===== config.mk =====
export PLATFORM = sky130hd
export DESIGN_NAME = kvs_cordic_cell
export DESIGN_NICKNAME = d
export VERILOG_FILES = /design/src/rtl/kvs_pkg.sv /design/src/rtl/kvs_cordic_cell.sv
export SDC_FILE = /design/constraint.sdc
export NUM_CORES = 1
export LEC_CHECK = 0
export BUFFER_PORTS_ARGS = -buffer_cell sky130_fd_sc_hd__buf_2
export CORE_AREA = 2 2 231 233
export DETAILED_ROUTE_END_ITERATION = 10
export DIE_AREA = 0 0 233 235
export GPL_ROUTABILITY_DRIVEN = 0
export SLEW_MARGIN = 40
export SYNTH_ARGS = -nofsm -noshare
export SYNTH_HDL_FRONTEND = slang
export SYNTH_SLANG_ARGS = --single-unit

===== constraint.sdc =====
create_clock -name clk -period 6.3 [get_ports clk]
set_clock_uncertainty 0.15 [all_clocks]
set_input_delay 0.315 -clock clk [delete_from_list [all_inputs] [get_ports clk]]
set_output_delay 0.315 -clock clk [all_outputs]
set_load 0.1 [all_outputs]

===== src/rtl/kvs_pkg.sv =====
`default_nettype none
// ----------------------------------------------------------------------------
// Kinematic vehicle step package
// Shared widths, fixed-point constants, stage bundles and helper functions.
// ----------------------------------------------------------------------------
package kvs_pkg;

  localparam int DATA_W      = 32;
  localparam int DT_W        = 16;
  localparam int IWB_W       = 18;
  localparam int CFG_INDEX_W = 4;
  localparam int CFG_DATA_W  = 18;
  localparam int CW          = 34;
  localparam int RW          = 36;
  localparam int SUM_W       = 52;

  localparam logic [CFG_INDEX_W-1:0] REG_STEP_TIME     = CFG_INDEX_W'(0);
  localparam logic [CFG_INDEX_W-1:0] REG_INV_WHEELBASE = CFG_INDEX_W'(1);

  localparam logic [DT_W-1:0]  STEP_TIME_RST     = 16'd6554;
  localparam logic [IWB_W-1:0] INV_WHEELBASE_RST = 18'd24545;

  localparam logic signed [RW-1:0] PI_Q28      = 36'sd843314857;
  localparam logic signed [RW-1:0] TWO_PI_Q28  = 36'sd1686629713;
  localparam logic signed [RW-1:0] HALF_PI_Q30 = 36'sd1686629713;
  localparam logic signed [RW-1:0] PI_Q30      = 36'sd3373259426;

  localparam logic signed [CW-1:0] GAIN_Q30 = 34'sd652032874;
  localparam logic signed [CW-1:0] ONE_Q30  = 34'sd1073741824;

  localparam logic signed [SUM_W-1:0] SAT_MAX = 52'sd2147483647;
  localparam logic signed [SUM_W-1:0] SAT_MIN = -52'sd2147483648;

  typedef logic signed [DATA_W-1:0] word_t;

  typedef struct packed {
    word_t pos_x;
    word_t pos_y;
    word_t heading;
    word_t speed;
    word_t steer;
    word_t accel;
    logic  flip;
  } side_t;

  typedef struct packed {
    logic signed [CW-1:0] x;
    logic signed [CW-1:0] y;
    logic signed [CW-1:0] z;
    side_t                side;
  } rot_t;

  typedef struct packed {
    word_t new_x;
    word_t new_y;
    word_t new_heading;
    word_t new_speed;
    logic  overflow;
  } res_t;

  // arctan(2^-i) in Q2.30, rounded
  function automatic logic signed [CW-1:0] atan_q30(input logic [4:0] i);
    logic signed [CW-1:0] r;
    unique case (i)
      5'd0:    r = 34'sd843314857;
      5'd1:    r = 34'sd497837829;
      5'd2:    r = 34'sd263043837;
      5'd3:    r = 34'sd133525159;
      5'd4:    r = 34'sd67021687;
      5'd5:    r = 34'sd33543516;
      5'd6:    r = 34'sd16775851;
      5'd7:    r = 34'sd8388437;
      5'd8:    r = 34'sd4194283;
      5'd9:    r = 34'sd2097149;
      5'd10:   r = 34'sd1048576;
      5'd31:   r = 34'sd1;
      default: r = 34'sd1 <<< (5'd30 - i);
    endcase
    return r;
  endfunction

  // saturate to 32 bits, MSB of the result is the overflow flag
  function automatic logic [DATA_W:0] sat32(input logic signed [SUM_W-1:0] v);
    logic [DATA_W:0] r;
    priority if (v > SAT_MAX) begin
      r = {1'b1, SAT_MAX[DATA_W-1:0]};
    end else if (v < SAT_MIN) begin
      r = {1'b1, SAT_MIN[DATA_W-1:0]};
    end else begin
      r = {1'b0, v[DATA_W-1:0]};
    end
    return r;
  endfunction

endpackage
`default_nettype wire


===== src/rtl/kvs_cordic_cell.sv =====
`default_nettype none
// ----------------------------------------------------------------------------
// CORDIC rotation cell
// One micro-rotation by arctan(2^-STAGE); passes the vehicle state along.
// ----------------------------------------------------------------------------
module kvs_cordic_cell
  import kvs_pkg::*;
#(
  parameter int STAGE = 0
) (
  input  logic clk,
  input  logic rst,
  input  logic en,
  input  logic in_valid,
  input  rot_t in_rot,
  output logic out_valid,
  output rot_t out_rot
);

  localparam logic [4:0] SHIFT = 5'(STAGE);

  logic signed [CW-1:0] dx;
  logic signed [CW-1:0] dy;
  logic signed [CW-1:0] ang;
  rot_t                 rot_next;

  always_comb begin
    dx       = $signed(in_rot.y) >>> SHIFT;
    dy       = $signed(in_rot.x) >>> SHIFT;
    ang      = atan_q30(SHIFT);
    rot_next = in_rot;
    if (!in_rot.z[CW-1]) begin
      rot_next.x = $signed(in_rot.x) - dx;
      rot_next.y = $signed(in_rot.y) + dy;
      rot_next.z = $signed(in_rot.z) - ang;
    end else begin
      rot_next.x = $signed(in_rot.x) + dx;
      rot_next.y = $signed(in_rot.y) - dy;
      rot_next.z = $signed(in_rot.z) + ang;
    end
  end

  always_ff @(posedge clk) begin
    if (rst) begin
      out_valid <= 1'b0;
    end else if (en) begin
      out_valid <= in_valid;
    end
  end

  always_ff @(posedge clk) begin
    if (en) begin
      out_rot <= rot_next;
    end
  end

endmodule
`default_nettype wire


==> run metrics <==
Worst-path clk slew=0.06 ns; Die H=235 um; grt ovf=0; initial DRC count=1286; Cell Pwr Density=331 nW/um2; RSZ-0062 raised after global routing=false; GRT Total Usage=0.230; Cells after Synth=1395; multi-input logic area=6700 um2; worst skew pair latency=0.54 ns; Top Layer Used=met5; Critical Path RT=6.44 ns; H-tree levels=2; vias post-DR=14749; post-DR wirelength/cell=22.7 um; port bufs=594; met1 WL=25100 um; Final Hold Fails=0; Post-DRT Antenna Nets=0; hold buffer count at cts=196; Setup Buffers After CTS=0; number of synthesized flops with an enable pin=294; share of cells above drive strength 1=0.304; Fill cells=4862; CTS Root Cell=clkbuf_16; fin crit period=3.49 ns; max_cap viols=0; critical setup path kind=in -> reg; Slew @ Worst Pin=0.769 ns; syn avg cell area=11.6 um2; critical path capture point type=flip-flop; core area=52200 um2; mapped cell area=16200 um2; period utilization=0.554; CTS tree=built; asr flop ratio synth=0; syn nets=1829; Yosys reg bits=295; full die area=54800 um2; Met3 Routed Length=4750 um; Layout area overhead=43.5%; placed inst area=19900 um2; Fin Setup TNS=0 ns; vias in the first global route=14616; final setup violation count=0; Peak VDD IR=0.171 mV; Vias/cell=5.07; TritonCTS Sinks=295; CTS Buf Count=38; Starting Density=0.310; met2 WL=33100 um; Slew headroom=0.487; post-synth cell types=77; Worst Path Max Fanout=31; clk buf depth=3; Resized Gates After CTS=0; Lkg Pwr=10.2 nW; HP Class=in -> reg; Pre-Repair DR Iteration Count=6; Synth warnings=0; Routed WL=66100 um; fin area=23200 um2; # IOs=595; DRC viols=0; Max Clock Freq=0.287 GHz; FF+latch area=8850 um2; CP arrival=3.63 ns; hpwl dp=50900 um; first-pass GRT wire length=93800 um; initial antenna violation count=8; Startpoint Class=input port; final net count=2620; register area share after synthesis=0.547; status=complete, no violations; largest net degree at the start of global routing=127; Rows=84; Die W=233 um; Post-synth top flop=edfxtp_1; Slew Limit Fails=0
routing by layer:
layer / vias to the layer above / track usage
li1: 6762 / -
met1: 7131 / 0.267
met2: 724 / 0.407
met3: 128 / 0.0421
met4: 4 / 0.105
met5: - / 0
Yosys cell counts, types with 21 or more instances:
master	instances	share of area
nor3_1	25	0.0077
a21o_1	32	0.015
nand2_1	67	0.016
o21bai_1	21	0.0097
edfxtp_1	294	0.55
nor2_1	96	0.022
ha_1	131	0.10
xnor2_1	75	0.041
nand3_1	21	0.0065
o21ai_0	78	0.024
a21oi_1	138	0.043
inv_1	111	0.026
clkbuf_1	32	0.0074
kinds of logic (layout without fill, tap and decap cells):
| group | count (synthesis) | after routing | synth area share |
|---|---|---|---|
| compound gates | 403 | 403 | 0.162 |
| flops | 295 | 295 | 0.547 |
| simple gates | 294 | 294 | 0.0874 |
| buf+inv | 162 | 980 | 0.0387 |
| fa+ha+maj | 135 | 135 | 0.106 |
| xor+xnor | 90 | 90 | 0.0487 |
| mux | 16 | 16 | 0.00990 |
| other cells | 0 | 6 | 0 |
cell usage in the layout (no fill, tap or decap), types with 10 or more instances in the layout:
cell type        n
a211oi_1        10
a21o_1          32
a21oi_1        138
buf_2          592
clkbuf_16       39
dlygate4sd3_1  197
edfxtp_1       294
ha_1           131
inv_1          110
mux2i_1         16
nand2_1         67
nand2b_1        11
nand3_1         21
nor2_1          96
nor2b_1         13
nor3_1          25
o211ai_1        10
o21a_1          13
o21ai_0         78
o21bai_1        21
o31ai_1         11
xnor2_1         75
xor2_1          15
worst paths after layout:
check,start,to,slack [ns],cells past startpoint
setup / recovery,in_rot[226],out_rot[219],2.81,12
setup reg to reg,out_valid,out_valid,5.01,3
hold reg to reg,out_valid,out_valid,0.89,3
hold / removal,in_rot[261],out_rot[261],0.04,3
metrics by stage:
step / power (mW) / utilization / instances / hold WS, ns / setup WS, ns
CTS: 7.74 / 0.443 / 2899 / 0.00798 / 2.83
detailed placement: 5.30 / 0.381 / 2636 / 0.333 / 2.24
floorplan: 4.66 / - / 1395 / 0.237 / 2.14
finish: 7.68 / 0.444 / 2907 / 0.0434 / 2.81
global placement: 5.29 / 0.381 / 2636 / 0.319 / 2.28
global route: 7.93 / 0.444 / 2904 / 0.0349 / 2.57
final cells by class:
cell class,count,area share
Inverter,116,0.0188
Clock inverter,20,0.0130
Sequential cell,295,0.381
Clock buffer,47,0.0438
Antenna cell,6,0.000647
Timing Repair Buffer,797,0.217
Tap cell,688,0.0371
Multi-Input combinational cell,938,0.288
where the power goes:
| group | switching [mW] | internal (mW) | leakage [nW] | total [mW] |
|---|---|---|---|---|
| combinational | 2.29 | 0.586 | 6.64 | 2.88 |
| sequential | 0.0697 | 2.43 | 2.89 | 2.50 |
| clock | 0.869 | 1.44 | 0.636 | 2.30 |
sequential cells by signal, indices dropped and copies added, names as in the netlist:
name / flops
out_valid: 1
out_rot: 294
worst max-delay path, stage by stage:
cell and delay (ns):
buf_4 0.36, inv_2 0.29, ha_1 0.43, and3_1 0.20, a221o_1 0.35, a21oi_2 0.22
a21oi_1 0.11, o21ai_1 0.31, o21ai_1 0.17, a221o_1 0.38, a211o_1 0.30, xor2_1 0.15
Power figures use the tool's default switching activity.
